==> config.mk <==
export PLATFORM = sky130hd
export DESIGN_NAME = insertion_ordered_set_core
export DESIGN_NICKNAME = d
export VERILOG_FILES = /design/src/hdl/ios_pkg.sv /design/src/hdl/ios_cell.sv /design/src/hdl/ios_mod.sv /design/src/hdl/insertion_ordered_set_core.sv
export SDC_FILE = /design/constraint.sdc
export NUM_CORES = 1
export LEC_CHECK = 0
export BUFFER_PORTS_ARGS = -buffer_cell sky130_fd_sc_hd__buf_2
export CORE_AREA = 2 2 228 230
export CTS_CLUSTER_DIAMETER = 80
export CTS_CLUSTER_SIZE = 28
export DETAILED_ROUTE_END_ITERATION = 16
export DIE_AREA = 0 0 230 232
export PLACE_DENSITY_LB_ADDON = 0.05
export SYNTH_ARGS = -nofsm -noshare
export SYNTH_HDL_FRONTEND = slang
export SYNTH_SLANG_ARGS = --single-unit
==> constraint.sdc <==
create_clock -name i_clk -period 3.4 [get_ports i_clk]
set_input_delay 0 -clock i_clk [delete_from_list [all_inputs] [get_ports i_clk]]
set_output_delay 0 -clock i_clk [all_outputs]
set_load 0.02 [all_outputs]
==> src/hdl/ios_pkg.sv <==
// ----------------------------------------------------------------------------
// ios_pkg - shared definitions for the insertion-ordered set
// Sizes, command and status codes, and the control word of one storage cell.
// ----------------------------------------------------------------------------
package ios_pkg;

    localparam int CAPACITY = 16;
    localparam int ELEM_W   = 8;
    localparam int VALUE_W  = 8;
    localparam int POS_W    = 16;
    localparam int STATUS_W = 3;
    localparam int COUNT_W  = 5;
    localparam int CMD_W    = 3;

    localparam int IDX_W  = $clog2(CAPACITY);
    localparam int CNT_W  = $clog2(CAPACITY + 1);
    localparam int STEP_W = $clog2(POS_W);

    typedef enum logic [CMD_W-1:0] {
        CMD_ADD    = 3'd0,
        CMD_DELETE = 3'd1,
        CMD_PEEK   = 3'd2,
        CMD_TAKE   = 3'd3,
        CMD_QUERY  = 3'd4,
        CMD_CLEAR  = 3'd5
    } t_cmd;

    typedef enum logic [STATUS_W-1:0] {
        STS_DONE     = 3'd0,
        STS_DUP      = 3'd1,
        STS_NOTFOUND = 3'd2,
        STS_EMPTY    = 3'd3,
        STS_FULL     = 3'd4
    } t_status;

    typedef struct packed {
        logic load;
        logic shift;
    } t_cell_ctl;

endpackage

==> src/hdl/ios_cell.sv <==
// ----------------------------------------------------------------------------
// ios_cell - one storage cell of the set
// Holds one entry, compares it with the search value, and either loads a
// new value or takes over the entry of its right-hand neighbour.
// ----------------------------------------------------------------------------
module ios_cell (
    input  logic                       i_clk,
    input  ios_pkg::t_cell_ctl         i_ctl,
    input  logic [ios_pkg::ELEM_W-1:0] i_value,
    input  logic [ios_pkg::ELEM_W-1:0] i_next,
    output logic [ios_pkg::ELEM_W-1:0] o_entry,
    output logic                       o_match
);
    import ios_pkg::*;

    logic [ELEM_W-1:0] r_entry;

    always_ff @(posedge i_clk) begin
        if (i_ctl.load) begin
            r_entry <= i_value;
        end else if (i_ctl.shift) begin
            r_entry <= i_next;
        end
    end

    assign o_entry = r_entry;
    assign o_match = (r_entry == i_value);

endmodule

==> src/hdl/ios_mod.sv <==
// ----------------------------------------------------------------------------
// ios_mod - serial remainder unit
// Restoring division of the position by the element count, one dividend
// bit per cycle; only the remainder is kept.
// ----------------------------------------------------------------------------
module ios_mod (
    input  logic                      i_clk,
    input  logic                      i_rst_n,
    input  logic                      i_start,
    input  logic [ios_pkg::POS_W-1:0] i_dividend,
    input  logic [ios_pkg::CNT_W-1:0] i_divisor,
    output logic                      o_done,
    output logic [ios_pkg::CNT_W-1:0] o_rem
);
    import ios_pkg::*;

    logic              r_busy;
    logic [STEP_W-1:0] r_step;
    logic [POS_W-1:0]  r_dvd;
    logic [CNT_W-1:0]  r_dsr;
    logic [CNT_W-1:0]  r_rem;
    logic [CNT_W:0]    trial;
    logic [CNT_W:0]    diff;
    logic [CNT_W-1:0]  n_rem;

    // The partial remainder stays below the divisor, so one extra bit is enough.
    assign trial = {r_rem, r_dvd[POS_W-1]};
    assign diff  = trial - {1'b0, r_dsr};
    assign n_rem = (trial >= {1'b0, r_dsr}) ? diff[CNT_W-1:0] : trial[CNT_W-1:0];

    always_ff @(posedge i_clk) begin
        if (!i_rst_n) begin
            r_busy <= 1'b0;
            r_step <= '0;
        end else if (i_start) begin
            r_busy <= 1'b1;
            r_step <= '0;
        end else if (r_busy) begin
            r_step <= r_step + 1'b1;
            if (r_step == STEP_W'(POS_W - 1)) begin
                r_busy <= 1'b0;
            end
        end
    end

    always_ff @(posedge i_clk) begin
        if (i_start) begin
            r_dvd <= i_dividend;
            r_dsr <= i_divisor;
            r_rem <= '0;
        end else if (r_busy) begin
            r_dvd <= {r_dvd[POS_W-2:0], 1'b0};
            r_rem <= n_rem;
        end
    end

    assign o_done = r_busy && (r_step == STEP_W'(POS_W - 1));
    assign o_rem  = r_rem;

endmodule

==> src/hdl/insertion_ordered_set_core.sv <==
// ----------------------------------------------------------------------------
// insertion_ordered_set_core - set of distinct values kept in insertion order
// Add, delete, query, clear and an empty peek or take go from the accepted
// beat through the search and execute states to a registered result; peek
// and take on a non-empty set wait in the divide state between the two while
// a serial remainder unit reduces the 16-bit position bit by bit. A new beat
// is taken only after the execute state has handed its result on.
// One command is worked on at a time; the result register frees the input side.
// Reset clears the count and all control state; the cells keep stale values.
// ----------------------------------------------------------------------------
module insertion_ordered_set_core (
    input  logic                         i_clk,
    input  logic                         i_rst_n,
    input  logic                         i_in_valid,
    output logic                         o_in_stall,
    input  logic [ios_pkg::CMD_W-1:0]    i_command,
    input  logic [ios_pkg::VALUE_W-1:0]  i_value,
    input  logic [ios_pkg::POS_W-1:0]    i_position,
    output logic                         o_out_valid,
    input  logic                         i_out_stall,
    output logic [ios_pkg::STATUS_W-1:0] o_status,
    output logic [ios_pkg::VALUE_W-1:0]  o_value_out,
    output logic                         o_is_member,
    output logic [ios_pkg::COUNT_W-1:0]  o_count
);
    import ios_pkg::*;

    typedef enum logic [3:0] {
        S_IDLE   = 4'b0001,
        S_SEARCH = 4'b0010,
        S_DIV    = 4'b0100,
        S_EXEC   = 4'b1000
    } t_state;

    t_state            r_state, n_state;
    t_cmd              r_cmd;
    logic [ELEM_W-1:0] r_value;
    logic [POS_W-1:0]  r_pos;
    logic [CNT_W-1:0]  r_count;
    logic [CAPACITY-1:0] r_hit;

    logic                r_out_valid;
    t_status             r_status;
    logic [VALUE_W-1:0]  r_vout;
    logic                r_member;
    logic [CNT_W-1:0]    r_out_count;

    logic [ELEM_W-1:0]   entry [CAPACITY];
    logic [CAPACITY-1:0] match;
    t_cell_ctl           ctl [CAPACITY];

    logic              in_acc;
    logic              exec_go;
    logic              div_start;
    logic              div_done;
    logic [CNT_W-1:0]  div_rem;
    logic [IDX_W-1:0]  div_idx;
    logic              hit_any;
    logic [IDX_W-1:0]  hit_idx;
    logic              is_full;
    logic              is_empty;

    t_status           sts;
    logic [VALUE_W-1:0] vout;
    logic              member;
    logic [CNT_W-1:0]  cnt_nx;
    logic              do_add;
    logic              do_rm;
    logic [IDX_W-1:0]  rm_idx;

    // Row of cells; on removal the cells from the removed slot up shift in from their right-hand neighbour.
    for (genvar g = 0; g < CAPACITY; g++) begin : g_cell
        logic [ELEM_W-1:0] nxt;
        if (g == CAPACITY - 1) begin : g_last
            assign nxt = entry[g];
        end else begin : g_mid
            assign nxt = entry[g+1];
        end
        ios_cell u_cell (
            .i_clk   (i_clk),
            .i_ctl   (ctl[g]),
            .i_value (r_value),
            .i_next  (nxt),
            .o_entry (entry[g]),
            .o_match (match[g])
        );
    end

    assign div_start = (r_state == S_SEARCH) &&
                       ((r_cmd == CMD_PEEK) || (r_cmd == CMD_TAKE)) && !is_empty;

    ios_mod u_mod (
        .i_clk      (i_clk),
        .i_rst_n    (i_rst_n),
        .i_start    (div_start),
        .i_dividend (r_pos),
        .i_divisor  (r_count),
        .o_done     (div_done),
        .o_rem      (div_rem)
    );

    assign div_idx  = div_rem[IDX_W-1:0];
    assign in_acc   = i_in_valid && !o_in_stall;
    assign exec_go  = (r_state == S_EXEC) && (!r_out_valid || !i_out_stall);
    assign is_full  = (r_count == CNT_W'(CAPACITY));
    assign is_empty = (r_count == '0);
    assign hit_any  = |r_hit;

    // Values are distinct, so at most one hit bit is set.
    always_comb begin
        hit_idx = '0;
        for (int i = 0; i < CAPACITY; i++) begin
            if (r_hit[i]) begin
                hit_idx = IDX_W'(i);
            end
        end
    end

    always_comb begin
        sts    = STS_DONE;
        vout   = '0;
        member = 1'b0;
        cnt_nx = r_count;
        do_add = 1'b0;
        do_rm  = 1'b0;
        rm_idx = hit_idx;
        case (r_cmd)
            CMD_ADD: begin
                if (hit_any) begin
                    sts = STS_DUP;
                end else if (is_full) begin
                    sts = STS_FULL;
                end else begin
                    do_add = 1'b1;
                    vout   = VALUE_W'(r_value);
                    cnt_nx = r_count + 1'b1;
                end
            end
            CMD_DELETE: begin
                if (!hit_any) begin
                    sts = STS_NOTFOUND;
                end else begin
                    do_rm  = 1'b1;
                    vout   = VALUE_W'(r_value);
                    cnt_nx = r_count - 1'b1;
                end
            end
            CMD_PEEK, CMD_TAKE: begin
                if (is_empty) begin
                    sts = STS_EMPTY;
                end else begin
                    vout = VALUE_W'(entry[div_idx]);
                    if (r_cmd == CMD_TAKE) begin
                        do_rm  = 1'b1;
                        rm_idx = div_idx;
                        cnt_nx = r_count - 1'b1;
                    end
                end
            end
            CMD_QUERY: begin
                member = hit_any;
            end
            CMD_CLEAR: begin
                cnt_nx = '0;
            end
            default: begin
            end
        endcase
    end

    always_comb begin
        for (int i = 0; i < CAPACITY; i++) begin
            ctl[i].load  = exec_go && do_add && (r_count == CNT_W'(i));
            ctl[i].shift = exec_go && do_rm && (IDX_W'(i) >= rm_idx);
        end
    end

    always_comb begin
        n_state = r_state;
        case (r_state)
            S_IDLE: begin
                if (in_acc) begin
                    n_state = S_SEARCH;
                end
            end
            S_SEARCH: begin
                n_state = div_start ? S_DIV : S_EXEC;
            end
            S_DIV: begin
                if (div_done) begin
                    n_state = S_EXEC;
                end
            end
            S_EXEC: begin
                if (exec_go) begin
                    n_state = S_IDLE;
                end
            end
            default: begin
                n_state = S_IDLE;
            end
        endcase
    end

    always_ff @(posedge i_clk) begin
        if (!i_rst_n) begin
            r_state     <= S_IDLE;
            r_count     <= '0;
            r_out_valid <= 1'b0;
        end else begin
            r_state <= n_state;
            if (exec_go) begin
                r_count     <= cnt_nx;
                r_out_valid <= 1'b1;
            end else if (!i_out_stall) begin
                r_out_valid <= 1'b0;
            end
        end
    end

    always_ff @(posedge i_clk) begin
        if (in_acc) begin
            r_cmd   <= t_cmd'(i_command);
            r_value <= i_value[ELEM_W-1:0];
            r_pos   <= i_position;
        end
        // Only entries below the count take part in the search.
        if (r_state == S_SEARCH) begin
            for (int i = 0; i < CAPACITY; i++) begin
                r_hit[i] <= match[i] && (CNT_W'(i) < r_count);
            end
        end
        if (exec_go) begin
            r_status    <= sts;
            r_vout      <= vout;
            r_member    <= member;
            r_out_count <= cnt_nx;
        end
    end

    assign o_in_stall  = (r_state != S_IDLE);
    assign o_out_valid = r_out_valid;
    assign o_status    = r_status;
    assign o_value_out = r_vout;
    assign o_is_member = r_member;
    assign o_count     = COUNT_W'(r_out_count);

    a_count_bound: assert property (@(posedge i_clk) disable iff (!i_rst_n)
        r_count <= CNT_W'(CAPACITY))
        else $error("element count above capacity");

    a_hold_when_blocked: assert property (@(posedge i_clk) disable iff (!i_rst_n)
        (r_state == S_EXEC && r_out_valid && i_out_stall) |=> $stable(r_count))
        else $error("count changed while the result register was blocked");

    a_div_in_state: assert property (@(posedge i_clk) disable iff (!i_rst_n)
        div_done |-> (r_state == S_DIV))
        else $error("remainder finished outside its wait state");

    a_accept_search: assert property (@(posedge i_clk) disable iff (!i_rst_n)
        in_acc |=> (r_state == S_SEARCH))
        else $error("accepted beat did not start a search");

endmodule

==> insert_results.sql, run 1 <==
INSERT INTO impl_metrics (metric_group, metric, value, unit) VALUES
('run_status', 'outcome', 'finished clean', ''),
('power', 'power.density', '437', 'nW/µm²'),
('logic_synthesis', 'ys_dominant_reg_cell', 'sky130_fd_sc_hd__edfxtp_1', ''),
('logic_synthesis', 'ys_types', '58', ''),
('die', 'die_area', '53400', 'µm²'),
('power', 'peakVddDrop', '278', 'µV'),
('layout', 'areaGrowthSynthToFinish', '20.7', '%'),
('layout', 'final_nets', '1138', ''),
('logic_synthesis', 'synth_sequential_area_ratio', '0.532', ''),
('clocking', 'cts_htree_levels', '1', ''),
('logic_synthesis', 'async_reset_ff_frac', '0', ''),
('timing', 'final_max_slew_viol_count', '0', ''),
('die', 'core', '50900', 'µm²'),
('global_routing', 'grt.overflow.total', '0', ''),
('timing', 'clock.fmax', '308', 'MHz'),
('placed_design', 'routabilityCongestion', '0.825', ''),
('timing', 'worst_slew_margin_rel', '0.360', ''),
('clocking', 'clockRootBuffer', 'sky130_fd_sc_hd__clkbuf_16', ''),
('clocking', 'cts_tree', 'done', ''),
('global_routing', 'met3_usage', '0.0233', ''),
('worst_setup_path', 'critPathMaxFanout', '9', ''),
('run', 'max_cap_viol_count', '0', ''),
('logic_synthesis', 'synth_area_per_cell', '12.8', 'µm²'),
('timing', 'worst_clock_skew', '23.3', 'ps'),
('timing', 'timing.final.hold_violations', '0', ''),
('routing', 'antenna_left', '0', ''),
('global_routing', 'first_global_vias', '8676', ''),
('global_routing', 'grt-busiest-layer', 'met2', ''),
('logic_synthesis', 'netlist_area_before_placement', '12600', 'µm²'),
('worst_setup_path', 'arrival', '3520', 'ps'),
('die', 'ios', '50', ''),
('global_routing', 'grtUsageMet2', '0.277', ''),
('global_routing', 'antenna_found_initial', '0', ''),
('timing', 'finalSetupTns', '0', 'ps'),
('timing', 'worst-slew-pin-transition', '951', 'ps'),
('timing', 'finalSetupViolations', '0', ''),
('placed_design', 'placed_inst_area', '14000', 'µm²'),
('clocking', 'largest_buffer_count_on_any_clock_path', '3', ''),
('logic_synthesis', 'synth.net_count', '1021', ''),
('timing', 'grt_setup_unrepaired', 'no', ''),
('power', 'leakagePower', '0.00514', 'µW'),
('global_routing', 'globalRouteTotalUtil', '0.170', ''),
('routing', 'dr_total_vias', '8490', ''),
('worst_setup_path', 'setup.worst_path.start', 'r_hit[3]', ''),
('die', 'die-width', '230', 'µm'),
('global_routing', 'grt_util_met1', '0.240', ''),
('routing', 'detail_route.first_pass.iterations', '5', ''),
('routing', 'wl_per_cell', '25.4', 'µm'),
('die', 'num_rows', '83', ''),
('clocking', 'number_of_buffers_added_by_the_clock_tree_synthesis_step', '22', ''),
('routing', 'detailedRoute.firstIterationViolations', '619', ''),
('worst_setup_path', 'critPathCapture', 'g_cell[9].u_cell.o_entry[1]', ''),
('clocking', 'post_cts_resized', '0', ''),
('worst_setup_path', 'worst_path_class_setup', 'reg -> reg', ''),
('routing', 'postRouteWirelength', '45.5', 'mm'),
('global_routing', 'grt_first_pass_wirelength', '65.6', 'mm'),
('logic_synthesis', 'synth_enable_flop_cells', '209', ''),
('logic_synthesis', 'syn_inst', '978', ''),
('worst_setup_path', 'cp.required', '3670', 'ps'),
('routing', 'remaining_drc_errors', '0', ''),
('die', 'initial_utilization', '0.247', ''),
('global_routing', 'grt_max_degree', '36', ''),
('timing', 'layout_worst_path_cycle_share', '0.955', ''),
('worst_setup_path', 'timing.reg2reg.worst_path_depth', '7', ''),
('placed_design', 'input_output_buffers', '49', ''),
('worst_setup_path', 'r2r_path_start', 'r_hit[3]', ''),
('timing', 'timing.final.crit_period', '3250', 'ps'),
('clocking', 'clk_pin_slew_worst_paths', '90', 'ps'),
('layout', 'n_antenna_cell', '0', ''),
('worst_setup_path', 'rr_endpoint', 'g_cell[9].u_cell.o_entry[1]', ''),
('logic_synthesis', 'synth.ff_latch_count', '229', ''),
('hold_path', 'min_path_type', 'in -> reg', ''),
('layout', 'final_layout_size_suffix_gt1_frac', '0.292', ''),
('placed_design', 'dp_hpwl', '33.7', 'mm'),
('layout', 'finalInstanceArea', '15100', 'µm²'),
('worst_setup_path', 'timing.critical_path.from_type', 'register', ''),
('layout', 'instances_no_fill', '1791', ''),
('routing', 'via_per_inst', '4.74', ''),
('die', 'die-height', '232', 'µm'),
('placed_design', 'dp.cells', '1719', ''),
('clocking', 'clk_latency', '560', 'ps'),
('worst_setup_path', 'slack_of_the_worst_reg_to_reg_path', '150', 'ps'),
('clocking', 'cts.sinks', '229', ''),
('worst_setup_path', 'endpoint_kind', 'register', ''),
('logic_synthesis', 'yosysWarningCount', '0', '');
==> through the flow <==
stage	hold slack [ps]	setup WS, ps	util	total power [µW]
6_report	148	153	0.298	6620
3_5_place_dp	178	158	0.276	3910
2_1_floorplan	98.9	307	-	3620
4_1_cts	117	159	0.298	6740
5_1_grt	129	80.7	0.298	6870
3_3_place_gp	176	133	0.276	3920
==> cells in the final DEF, fill, tap and decap left out, types with 5 or more instances in the layout <==
master,count
sky130_fd_sc_hd__nand2b_1,14
sky130_fd_sc_hd__nor3_1,21
sky130_fd_sc_hd__nor4_1,14
sky130_fd_sc_hd__o21ai_1,5
sky130_fd_sc_hd__o211ai_1,5
sky130_fd_sc_hd__buf_4,72
sky130_fd_sc_hd__a22o_1,8
sky130_fd_sc_hd__xnor2_1,98
sky130_fd_sc_hd__inv_1,19
sky130_fd_sc_hd__mux2_2,112
sky130_fd_sc_hd__nand3_1,22
sky130_fd_sc_hd__dfxtp_1,18
sky130_fd_sc_hd__inv_8,5
sky130_fd_sc_hd__nand2_1,81
sky130_fd_sc_hd__inv_6,5
sky130_fd_sc_hd__nor2_1,39
sky130_fd_sc_hd__o21ai_0,20
sky130_fd_sc_hd__xor2_1,34
sky130_fd_sc_hd__edfxtp_1,209
sky130_fd_sc_hd__nor2b_1,8
sky130_fd_sc_hd__buf_2,49
sky130_fd_sc_hd__a21oi_1,25
sky130_fd_sc_hd__and3_1,9
sky130_fd_sc_hd__ha_1,11
sky130_fd_sc_hd__mux4_2,40
sky130_fd_sc_hd__mux2i_1,6
sky130_fd_sc_hd__dlygate4sd3_1,32
sky130_fd_sc_hd__clkbuf_16,23
sky130_fd_sc_hd__nand4_1,28
sky130_fd_sc_hd__mux2_1,8
==> routing by layer <==
layer,wire (µm),share of wire
met1,21800,0.48
met2,21100,0.46
met3,1760,0.039
met4,793,0.017
met5,0,0
==> Yosys cell counts, types with 11 or more instances <==
| library cell | instances | area [µm²] |
|---|---|---|
| sky130_fd_sc_hd__nor3_1 | 22 | 110 |
| sky130_fd_sc_hd__o21ai_0 | 20 | 100 |
| sky130_fd_sc_hd__dfxtp_1 | 20 | 400 |
| sky130_fd_sc_hd__xor2_1 | 34 | 298 |
| sky130_fd_sc_hd__inv_1 | 19 | 71.3 |
| sky130_fd_sc_hd__mux2_2 | 112 | 1260 |
| sky130_fd_sc_hd__nand2_1 | 81 | 304 |
| sky130_fd_sc_hd__nand3_1 | 22 | 110 |
| sky130_fd_sc_hd__ha_1 | 11 | 138 |
| sky130_fd_sc_hd__mux4_2 | 40 | 901 |
| sky130_fd_sc_hd__clkbuf_1 | 53 | 199 |
| sky130_fd_sc_hd__nor4_1 | 14 | 87.6 |
| sky130_fd_sc_hd__a21oi_1 | 25 | 125 |
| sky130_fd_sc_hd__buf_1 | 11 | 41.3 |
| sky130_fd_sc_hd__xnor2_1 | 98 | 858 |
| sky130_fd_sc_hd__edfxtp_1 | 209 | 6280 |
| sky130_fd_sc_hd__nand2b_1 | 14 | 87.6 |
| sky130_fd_sc_hd__nor2_1 | 39 | 146 |
| sky130_fd_sc_hd__nand4_1 | 28 | 175 |
==> kinds of logic after synthesis <==
family / synth area share
AND/OR/NAND/NOR: 0.105
flip-flops: 0.532
multiplexers: 0.184
XOR/XNOR: 0.0921
AO/OA/AOI/OAI: 0.0497
buffers and inverters: 0.0248
adder cells (fa/ha/maj): 0.0126
==> final cells by class <==
class	instances	area [µm²]
fill	5224	35700
sequential	229	6680
multi-input combinational	666	5580
timing repair buffer	157	1190
tap	680	851
clock buffer	25	583
clock inverter	15	199
inverter	19	71.3
==> worst max-delay path, stage by stage (launching register included) <==
cell,delay (ps)
sky130_fd_sc_hd__edfxtp_1,420
sky130_fd_sc_hd__nor4_1,650
sky130_fd_sc_hd__and4_1,320
sky130_fd_sc_hd__nand2_1,160
sky130_fd_sc_hd__nor3_1,540
sky130_fd_sc_hd__nand3_1,450
sky130_fd_sc_hd__o21ai_0,250
sky130_fd_sc_hd__buf_4,190
==> worst min-delay path by stage <==
stage                              start         end  slack (ps)  cells after the start
after floorplan             i_command[0]    r_cmd[0]         100                      0
after global placement        i_value[4]  r_value[4]         180                      1
after detailed placement   i_position[5]    r_pos[5]         180                      1
after CTS                 i_position[11]   r_pos[11]         120                      2
after global routing      i_position[15]   r_pos[15]         130                      2
final                         i_value[4]  r_value[4]         150                      2
==> state kept, by name, summed over array words and instances, names as in the netlist <==
register and count:
o_value_out 8, u_mod.r_step 4, r_count 5, r_value 8, u_mod.r_dsr 5, r_state 4
r_pos 16, u_mod.r_busy 1, o_is_member 1, r_hit 16, o_out_valid 1, o_status 3
o_count 5, u_mod.o_rem 5, u_mod.r_dvd 16, g_cell.u_cell.o_entry 128, r_cmd 3
==> report_power, final <==
group | internal (µW) | switching [µW] | leakage [µW] | total (µW)
Sequential | 3080 | 62.6 | 0.00206 | 3150
Combinational | 325 | 383 | 0.00270 | 708
Clock | 1400 | 1360 | 0.000383 | 2770
Total | 4810 | 1810 | 0.00514 | 6620
==> repair_timing <==
| action | 4_1_cts | 5_1_grt |
|---|---|---|
| setup buffers | 0 | 0 |
| hold endpoints to repair | 42 | 0 |
| hold buffers | 32 | 0 |
Note: power is estimated with default switching activity, not from simulation.
==> run 2, diff against run 1 <==
--- a/config.mk
+++ b/config.mk
@@ -6,12 +6,13 @@
 export NUM_CORES = 1
 export LEC_CHECK = 0
 export BUFFER_PORTS_ARGS = -buffer_cell sky130_fd_sc_hd__buf_2
-export CORE_AREA = 2 2 228 230
+export CORE_AREA = 2 2 208 251
 export CTS_CLUSTER_DIAMETER = 80
 export CTS_CLUSTER_SIZE = 28
 export DETAILED_ROUTE_END_ITERATION = 16
-export DIE_AREA = 0 0 230 232
+export DIE_AREA = 0 0 210 253
 export PLACE_DENSITY_LB_ADDON = 0.05
+export RECOVER_POWER = 50
 export SYNTH_ARGS = -nofsm -noshare
 export SYNTH_HDL_FRONTEND = slang
 export SYNTH_SLANG_ARGS = --single-unit
==> run 2 against run 1 <==
The flow now finishes with violations (capacitance limit, slew limit); core utilization down 0.42 points; sequential share of layout area rose by 0.62 points; setup slack better by 21 ps; first-iteration DRC count fell by 18%; total power is 1.9% lower; flip-flop and latch count unchanged; register-to-register slack improved by 20 ps; hold slack gained 2.3 ps; non-clock buffer count did not move; critical endpoint is now g_cell[1].u_cell.o_entry[6].
==> insert_results.sql, run 2 (same netlist as run 1, synthesis figures left out) <==
INSERT INTO impl_metrics (metric_group, metric, value, unit) VALUES
('run_status', 'violations', 'capacitance limit, slew limit', ''),
('routing', 'highest-signal-layer', 'met5', ''),
('clocking', 'post_cts_resized', '0', ''),
('clocking', 'postCtsSetupRepairBufs', '0', ''),
('placed_design', 'routabilityCongestion', '0.791', ''),
('timing', 'worst-slew-pin-transition', '1610', 'ps'),
('placed_design', 'input_output_buffers', '49', ''),
('routing', 'wl_per_cell', '25.2', 'µm'),
('die', 'die-width', '210', 'µm'),
('global_routing', 'first_global_vias', '9018', ''),
('power', 'power.density', '435', 'nW/µm²'),
('layout', 'areaGrowthSynthToFinish', '19.0', '%'),
('routing', 'postRouteWirelength', '44.4', 'mm'),
('timing', 'worst_slew_margin_rel', '-0.0734', ''),
('global_routing', 'grt.overflow.total', '0', ''),
('routing', 'dr_total_vias', '8358', ''),
('clocking', 'number_of_buffers_added_by_the_clock_tree_synthesis_step', '21', ''),
('layout', 'n_antenna_cell', '0', ''),
('timing', 'layout_worst_path_cycle_share', '0.949', ''),
('placed_design', 'dp_hpwl', '33.7', 'mm'),
('routing', 'remaining_drc_errors', '0', ''),
('timing', 'final_max_slew_viol_count', '28', ''),
('timing', 'worst_clock_skew', '21.2', 'ps'),
('layout', 'final_nets', '1137', ''),
('worst_setup_path', 'arrival', '3480', 'ps'),
('global_routing', 'antenna_found_initial', '1', ''),
('routing', 'detailedRoute.firstIterationViolations', '505', ''),
('routing', 'via_per_inst', '4.75', ''),
('routing', 'wire_length_on_met3', '1.24', 'mm'),
('worst_setup_path', 'critical-path-max-stage-delay', '540', 'ps'),
('routing', 'met2RoutedLength', '22.4', 'mm'),
('worst_setup_path', 'endpoint_kind', 'register', ''),
('clocking', 'cts_htree_levels', '1', ''),
('clocking', 'clk_pin_slew_worst_paths', '90', 'ps'),
('die', 'die_area', '53100', 'µm²'),
('clocking', 'largest_buffer_count_on_any_clock_path', '3', ''),
('layout', 'final_layout_size_suffix_gt1_frac', '0.252', ''),
('worst_setup_path', 'cpMaxStageDelayCell', 'sky130_fd_sc_hd__nor4_1', ''),
('worst_setup_path', 'critPathMaxFanout', '9', ''),
('global_routing', 'grt_first_pass_wirelength', '64.6', 'mm'),
('worst_setup_path', 'cp.required', '3650', 'ps'),
('routing', 'antenna_left', '0', ''),
('clocking', 'clk_latency', '550', 'ps'),
('timing', 'clock.fmax', '310', 'MHz'),
('layout', 'mostFrequentLayoutCell', 'sky130_fd_sc_hd__edfxtp_1', ''),
('timing', 'finalSetupViolations', '0', ''),
('clocking', 'clockRootBuffer', 'sky130_fd_sc_hd__clkbuf_16', ''),
('global_routing', 'grt_max_degree', '34', ''),
('die', 'ios', '50', ''),
('clocking', 'cts.sinks', '229', ''),
('worst_setup_path', 'timing.critical_path.from_type', 'register', ''),
('layout', 'most-common-layout-cells', 'sky130_fd_sc_hd__edfxtp_1 (209), sky130_fd_sc_hd__mux2_2 (112), sky130_fd_sc_hd__xnor2_1 (98), sky130_fd_sc_hd__nand2_1 (81), sky130_fd_sc_hd__buf_4 (52)', ''),
('power', 'leakagePower', '0.00498', 'µW'),
('layout', 'largest_reg_flops', '128', ''),
('worst_setup_path', 'worst_path_class_setup', 'reg -> reg', ''),
('worst_setup_path', 'crit_path_frequent_cell', 'sky130_fd_sc_hd__nand3_1', ''),
('die', 'die-height', '253', 'µm'),
('die', 'initial_utilization', '0.247', ''),
('timing', 'grt_setup_unrepaired', 'no', ''),
('routing', 'detail_route.first_pass.iterations', '5', ''),
('clocking', 'cts_tree', 'done', ''),
('timing', 'finalSetupTns', '0', 'ps'),
('die', 'core', '50900', 'µm²'),
('timing', 'timing.final.hold_violations', '0', ''),
('global_routing', 'globalRouteTotalUtil', '0.168', ''),
('die', 'num_rows', '91', ''),
('timing', 'timing.final.crit_period', '3230', 'ps'),
('run', 'max_cap_viol_count', '1', ''),
('power', 'power_after_layout', '6500', 'µW'),
('run_status', 'outcome', 'complete, but fails checks', ''),
('worst_setup_path', 'crit_path_cell_trace', 'nor4_1 > and4_1 > nand3_1 > nor2_1 > nand3_1 > o21ai_0 > buf_4', ''),
('power', 'peakVddDrop', '269', 'µV'),
('routing', 'total_routed_wire_length_on_the_met1_layer', '19.7', 'mm'),
('hold_path', 'min_path_type', 'in -> reg', '');
==> run 2: changes by cell type in the layout (fill, tap and decap cells not counted), moves of 2 or more <==
cell / change
sky130_fd_sc_hd__inv_6: -3
sky130_fd_sc_hd__buf_2: -19
sky130_fd_sc_hd__nor3_1: +2
sky130_fd_sc_hd__clkinv_8: +3
sky130_fd_sc_hd__buf_4: -20
sky130_fd_sc_hd__inv_8: -2
sky130_fd_sc_hd__nor3_2: -2
sky130_fd_sc_hd__clkbuf_1: +40
sky130_fd_sc_hd__clkbuf_16: -2
sky130_fd_sc_hd__inv_12: +3
sky130_fd_sc_hd__buf_12: -2
==> run 2: report_power, final <==
part           switching, µW  leakage (µW)  internal [µW]
registers               78.3       0.00206           3090
clock network           1380      0.000361           1260
logic                    370       0.00256            317
==> run 2: per-stage QoR <==
stage | setup WS (ps) | utilization | instances | area [µm²] | hold WS [ps]
after floorplan | 307 | - | 978 | 12600 | 98.9
after global placement | 204 | 0.275 | 1690 | 14000 | 176
after detailed placement | 184 | 0.275 | 1690 | 14000 | 178
after CTS | 167 | 0.296 | 1760 | 15100 | 125
after global routing | 25.5 | 0.293 | 1760 | 14900 | 143
final | 174 | 0.293 | 1760 | 14900 | 150
==> run 2: metal layers <==
metal	track usage	up-vias
li1	-	3914
met1	0.216	4258
met2	0.300	138
met3	0.0180	46
met4	0.0478	2
met5	0	-
==> run 2: cell type report <==
type                    instances  area [µm²]
flip-flops and latches        229        6680
fillers                      5252       36000
clock inverters                15         218
multi-input cells             666        5560
repair buffers                157        1060
inverters                      19        71.3
well taps                     651         815
clock buffers                  23         533
==> run 2: what timing repair did <==
action / 4_1_cts / 5_1_grt
endpoints found under the hold margin: 42 / 0
endpoints found under the setup margin: 0 / 0
hold buffers: 32 / 0
==> run 2: worst paths after layout <==
check                      from  depth (start not counted)                          end  slack, ps
hold reg to reg        r_pos[9]                          2               u_mod.r_dvd[9]        510
setup / recovery       r_hit[7]                          7  g_cell[1].u_cell.o_entry[6]        170
setup reg to reg       r_hit[7]                          7  g_cell[1].u_cell.o_entry[6]        170
hold / removal    i_position[4]                          2                     r_pos[4]        150
==> run 2: worst max-delay path: cells and delay by family, from the launching register on <==
kind,cells,cell delay [ps]
compound gates,1,210
simple gates,5,2060
buf+inv,1,220
flops,1,430
==> run 3, diff against run 2 <==
--- a/config.mk
+++ b/config.mk
@@ -6,13 +6,14 @@
 export NUM_CORES = 1
 export LEC_CHECK = 0
 export BUFFER_PORTS_ARGS = -buffer_cell sky130_fd_sc_hd__buf_2
-export CORE_AREA = 2 2 208 251
+export CORE_AREA = 2 2 214 259
 export CTS_CLUSTER_DIAMETER = 80
 export CTS_CLUSTER_SIZE = 28
 export DETAILED_ROUTE_END_ITERATION = 16
-export DIE_AREA = 0 0 210 253
-export PLACE_DENSITY_LB_ADDON = 0.05
+export DIE_AREA = 0 0 216 261
+export PLACE_DENSITY = 0.42
 export RECOVER_POWER = 50
 export SYNTH_ARGS = -nofsm -noshare
 export SYNTH_HDL_FRONTEND = slang
+export SYNTH_HIERARCHICAL = 1
 export SYNTH_SLANG_ARGS = --single-unit
==> run 3 against run 2 <==
The flow still finishes with violations (capacitance limit, slew limit); flip-flop and latch count did not move; die area up 6.1%; core utilization decreased by 0.83 points; clock-buffer cell count down 6; largest power group unchanged.
==> insert_results.sql, run 3 <==
INSERT INTO impl_metrics (metric_group, metric, value, unit) VALUES
('die', 'die-height', '261', 'µm'),
('timing', 'clock.fmax', '317', 'MHz'),
('worst_setup_path', 'endpoint_kind', 'register', ''),
('layout', 'final_nets', '1106', ''),
('routing', 'wl_per_cell', '20.9', 'µm'),
('routing', 'via_per_inst', '4.55', ''),
('logic_synthesis', 'synth.top_cell.area_share', '0.470', ''),
('worst_setup_path', 'worst_path_class_setup', 'reg -> reg', ''),
('logic_synthesis', 'synth_sequential_area_ratio', '0.500', ''),
('global_routing', 'grt.overflow.total', '0', ''),
('logic_synthesis', 'synth_commonest_cells', 'sky130_fd_sc_hd__edfxtp_1 (209), sky130_fd_sc_hd__xnor2_1 (134), sky130_fd_sc_hd__mux2_4 (129)', ''),
('placed_design', 'input_output_buffers', '49', ''),
('layout', 'most-common-layout-cells', 'sky130_fd_sc_hd__edfxtp_1 (209), sky130_fd_sc_hd__xnor2_1 (134), sky130_fd_sc_hd__mux2_4 (103), sky130_fd_sc_hd__nor2_1 (64), sky130_fd_sc_hd__nand2_1 (42)', ''),
('clocking', 'postCtsSetupRepairBufs', '0', ''),
('timing', 'layout_worst_path_cycle_share', '0.929', ''),
('logic_synthesis', 'ys_types', '64', ''),
('logic_synthesis', 'netlist_area_before_placement', '13300', 'µm²'),
('worst_setup_path', 'critical-path-top-delay-family', 'simple AND/OR/NAND/NOR gates', ''),
('logic_synthesis', 'synthMostInstantiatedCell', 'sky130_fd_sc_hd__edfxtp_1', ''),
('timing', 'grt_setup_unrepaired', 'yes', ''),
('run_status', 'violations', 'capacitance limit, slew limit', ''),
('die', 'die_area', '56400', 'µm²'),
('run', 'max_cap_viol_count', '2', ''),
('routing', 'detail_route.first_pass.iterations', '4', ''),
('routing', 'remaining_drc_errors', '0', ''),
('logic_synthesis', 'synth_enable_flop_cells', '209', ''),
('logic_synthesis', 'syn_inst', '956', ''),
('worst_setup_path', 'timing.critical_path.from_type', 'register', ''),
('timing', 'finalSetupTns', '0', 'ps'),
('worst_setup_path', 'cp.required', '3600', 'ps'),
('layout', 'multi_input_comb_area', '6220', 'µm²'),
('global_routing', 'antenna_found_initial', '1', ''),
('layout', 'largest_reg_flops', '128', ''),
('clocking', 'number_of_buffers_added_by_the_clock_tree_synthesis_step', '16', ''),
('timing', 'worst_clock_skew', '41.8', 'ps'),
('logic_synthesis', 'synthTopCellsByArea', 'sky130_fd_sc_hd__edfxtp_1 (47%), sky130_fd_sc_hd__mux2_4 (15%), sky130_fd_sc_hd__xnor2_1 (8.8%)', ''),
('routing', 'detailedRoute.firstIterationViolations', '380', ''),
('clocking', 'cts_tree', 'done', ''),
('logic_synthesis', 'async_reset_ff_frac', '0', ''),
('routing', 'postRouteWirelength', '37.4', 'mm'),
('global_routing', 'first_global_vias', '8364', ''),
('worst_setup_path', 'crit_path_frequent_cell', 'sky130_fd_sc_hd__buf_4', ''),
('clocking', 'cts_htree_levels', '1', ''),
('layout', 'layout.filler_cells', '5571', ''),
('global_routing', 'grt-busiest-layer', 'met2', ''),
('logic_synthesis', 'synth.ff_latch_count', '229', ''),
('die', 'core', '54100', 'µm²'),
('logic_synthesis', 'synth.net_count', '999', ''),
('routing', 'dr_total_vias', '8165', ''),
('worst_setup_path', 'cpMaxStageDelayCell', 'sky130_fd_sc_hd__or4b_2', ''),
('timing', 'worst_slew_margin_rel', '-0.159', ''),
('global_routing', 'grt_max_degree', '38', ''),
('clocking', 'clockRootBuffer', 'sky130_fd_sc_hd__clkbuf_16', ''),
('clocking', 'clk_pin_slew_worst_paths', '110', 'ps'),
('routing', 'antenna_left', '0', ''),
('timing', 'timing.hold.ws', '159', 'ps'),
('run_status', 'outcome', 'complete, but fails checks', ''),
('logic_synthesis', 'ys_dominant_reg_cell', 'sky130_fd_sc_hd__edfxtp_1', ''),
('layout', 'areaGrowthSynthToFinish', '15.6', '%'),
('global_routing', 'globalRouteTotalUtil', '0.130', ''),
('timing', 'final_max_slew_viol_count', '54', ''),
('timing', 'worst-slew-pin-transition', '1740', 'ps'),
('global_routing', 'grt_util_met1', '0.159', ''),
('clocking', 'largest_buffer_count_on_any_clock_path', '3', ''),
('power', 'peakVddDrop', '315', 'µV'),
('logic_synthesis', 'synth_area_per_cell', '14.0', 'µm²'),
('logic_synthesis', 'netlist.top_cell.by_area', 'sky130_fd_sc_hd__edfxtp_1', ''),
('worst_setup_path', 'path_buf_inv', '3', ''),
('die', 'die-width', '216', 'µm'),
('die', 'initial_utilization', '0.247', ''),
('die', 'ios', '50', ''),
('clocking', 'cts.sinks', '229', ''),
('worst_setup_path', 'arrival', '3350', 'ps'),
('layout', 'mostFrequentLayoutCell', 'sky130_fd_sc_hd__edfxtp_1', ''),
('placed_design', 'routabilityCongestion', '0.815', ''),
('worst_setup_path', 'crit_path_cell_trace', 'or4b_2 > nand2b_1 > clkinv_1 > buf_4 > nand2_1 > nor4_2 > buf_4 > or2_1', ''),
('placed_design', 'dp_hpwl', '26.8', 'mm'),
('timing', 'timing.final.hold_violations', '0', ''),
('hold_path', 'min_path_type', 'in -> reg', ''),
('power', 'power.density', '404', 'nW/µm²'),
('timing', 'timing.final.crit_period', '3160', 'ps'),
('global_routing', 'met3_usage', '0.0167', ''),
('worst_setup_path', 'critical-path-max-stage-delay', '640', 'ps'),
('global_routing', 'grtUsageMet2', '0.238', ''),
('worst_setup_path', 'critPathMaxFanout', '9', ''),
('layout', 'final_layout_size_suffix_gt1_frac', '0.254', ''),
('clocking', 'clk_latency', '540', 'ps'),
('die', 'num_rows', '94', ''),
('layout', 'n_antenna_cell', '0', ''),
('timing', 'finalSetupViolations', '0', ''),
('power', 'leakagePower', '0.00457', 'µW'),
('layout', 'final-seq-area', '6680', 'µm²'),
('logic_synthesis', 'yosysWarningCount', '6', ''),
('global_routing', 'grt_first_pass_wirelength', '54.9', 'mm');
-- run 3: routing by layer --
layer,share of wire,vias up
li1,-,3810
met1,0.42,4148
met2,0.52,160
met3,0.034,45
met4,0.025,2
met5,0.00048,-
-- run 3: area by class of cell --
type                            instances  area share
Clock buffer                           17      0.0276
Clock inverter                         11      0.0112
Inverter                               24     0.00584
Multi-Input combinational cell        661       0.403
Sequential cell                       229       0.433
Tap cell                              720      0.0584
Timing Repair Buffer                  131      0.0608
-- run 3: metrics by stage --
step	area, µm²	utilization	total power [µW]	worst slack [ps]	std cells
floorplan	13400	-	3720	451	956
global placement	14700	0.272	4010	72.4	1733
detailed placement	14700	0.272	4010	-8.63	1733
CTS	15600	0.289	6360	42.1	1793
global route	15400	0.285	6480	-16.6	1793
finish	15400	0.285	6230	242	1793
-- run 3: worst reg2reg max path: stages, from the launching register on --
cell                       delay, ps
sky130_fd_sc_hd__dfxtp_1         440
sky130_fd_sc_hd__or4b_2          640
sky130_fd_sc_hd__nand2b_1        270
sky130_fd_sc_hd__clkinv_1        150
sky130_fd_sc_hd__buf_4           220
sky130_fd_sc_hd__nand2_1         230
sky130_fd_sc_hd__nor4_2          260
sky130_fd_sc_hd__buf_4           250
sky130_fd_sc_hd__or2_1           350
-- run 3: worst paths after layout --
kind	startpoint	end	slack, ps	cells past startpoint
setup / recovery	r_state[3]	g_cell[4].u_cell/o_entry[5]	240	8
hold / removal	i_value[7]	r_value[7]	160	2
setup reg to reg	r_state[3]	g_cell[4].u_cell/o_entry[5]	240	8
hold reg to reg	r_pos[0]	u_mod/r_dvd[0]	540	1
-- run 3: cell families (layout without fill, tap and decap cells) --
family / after synthesis / count (layout) / share of synthesized area
flops: 229 / 229 / 0.500
fa+ha+maj: 12 / 12 / 0.0118
buf+inv: 66 / 183 / 0.0285
mux: 189 / 189 / 0.229
xor+xnor: 137 / 137 / 0.0899
compound gates: 92 / 92 / 0.0499
simple gates: 231 / 231 / 0.0903
-- run 3: where the power goes --
group          internal, µW  leakage [µW]  switching (µW)  total, µW
sequential             3120       0.00161            61.9       3180
clock                  1130      0.000291            1150       2290
combinational           313       0.00267             450        763
-- run 3: timing repair --
action | CTS | global route
resized for setup | 1 | 3
endpoints found under the hold margin | 42 | 0
endpoints found under the setup margin | 19 | 26
hold buffers | 32 | 0
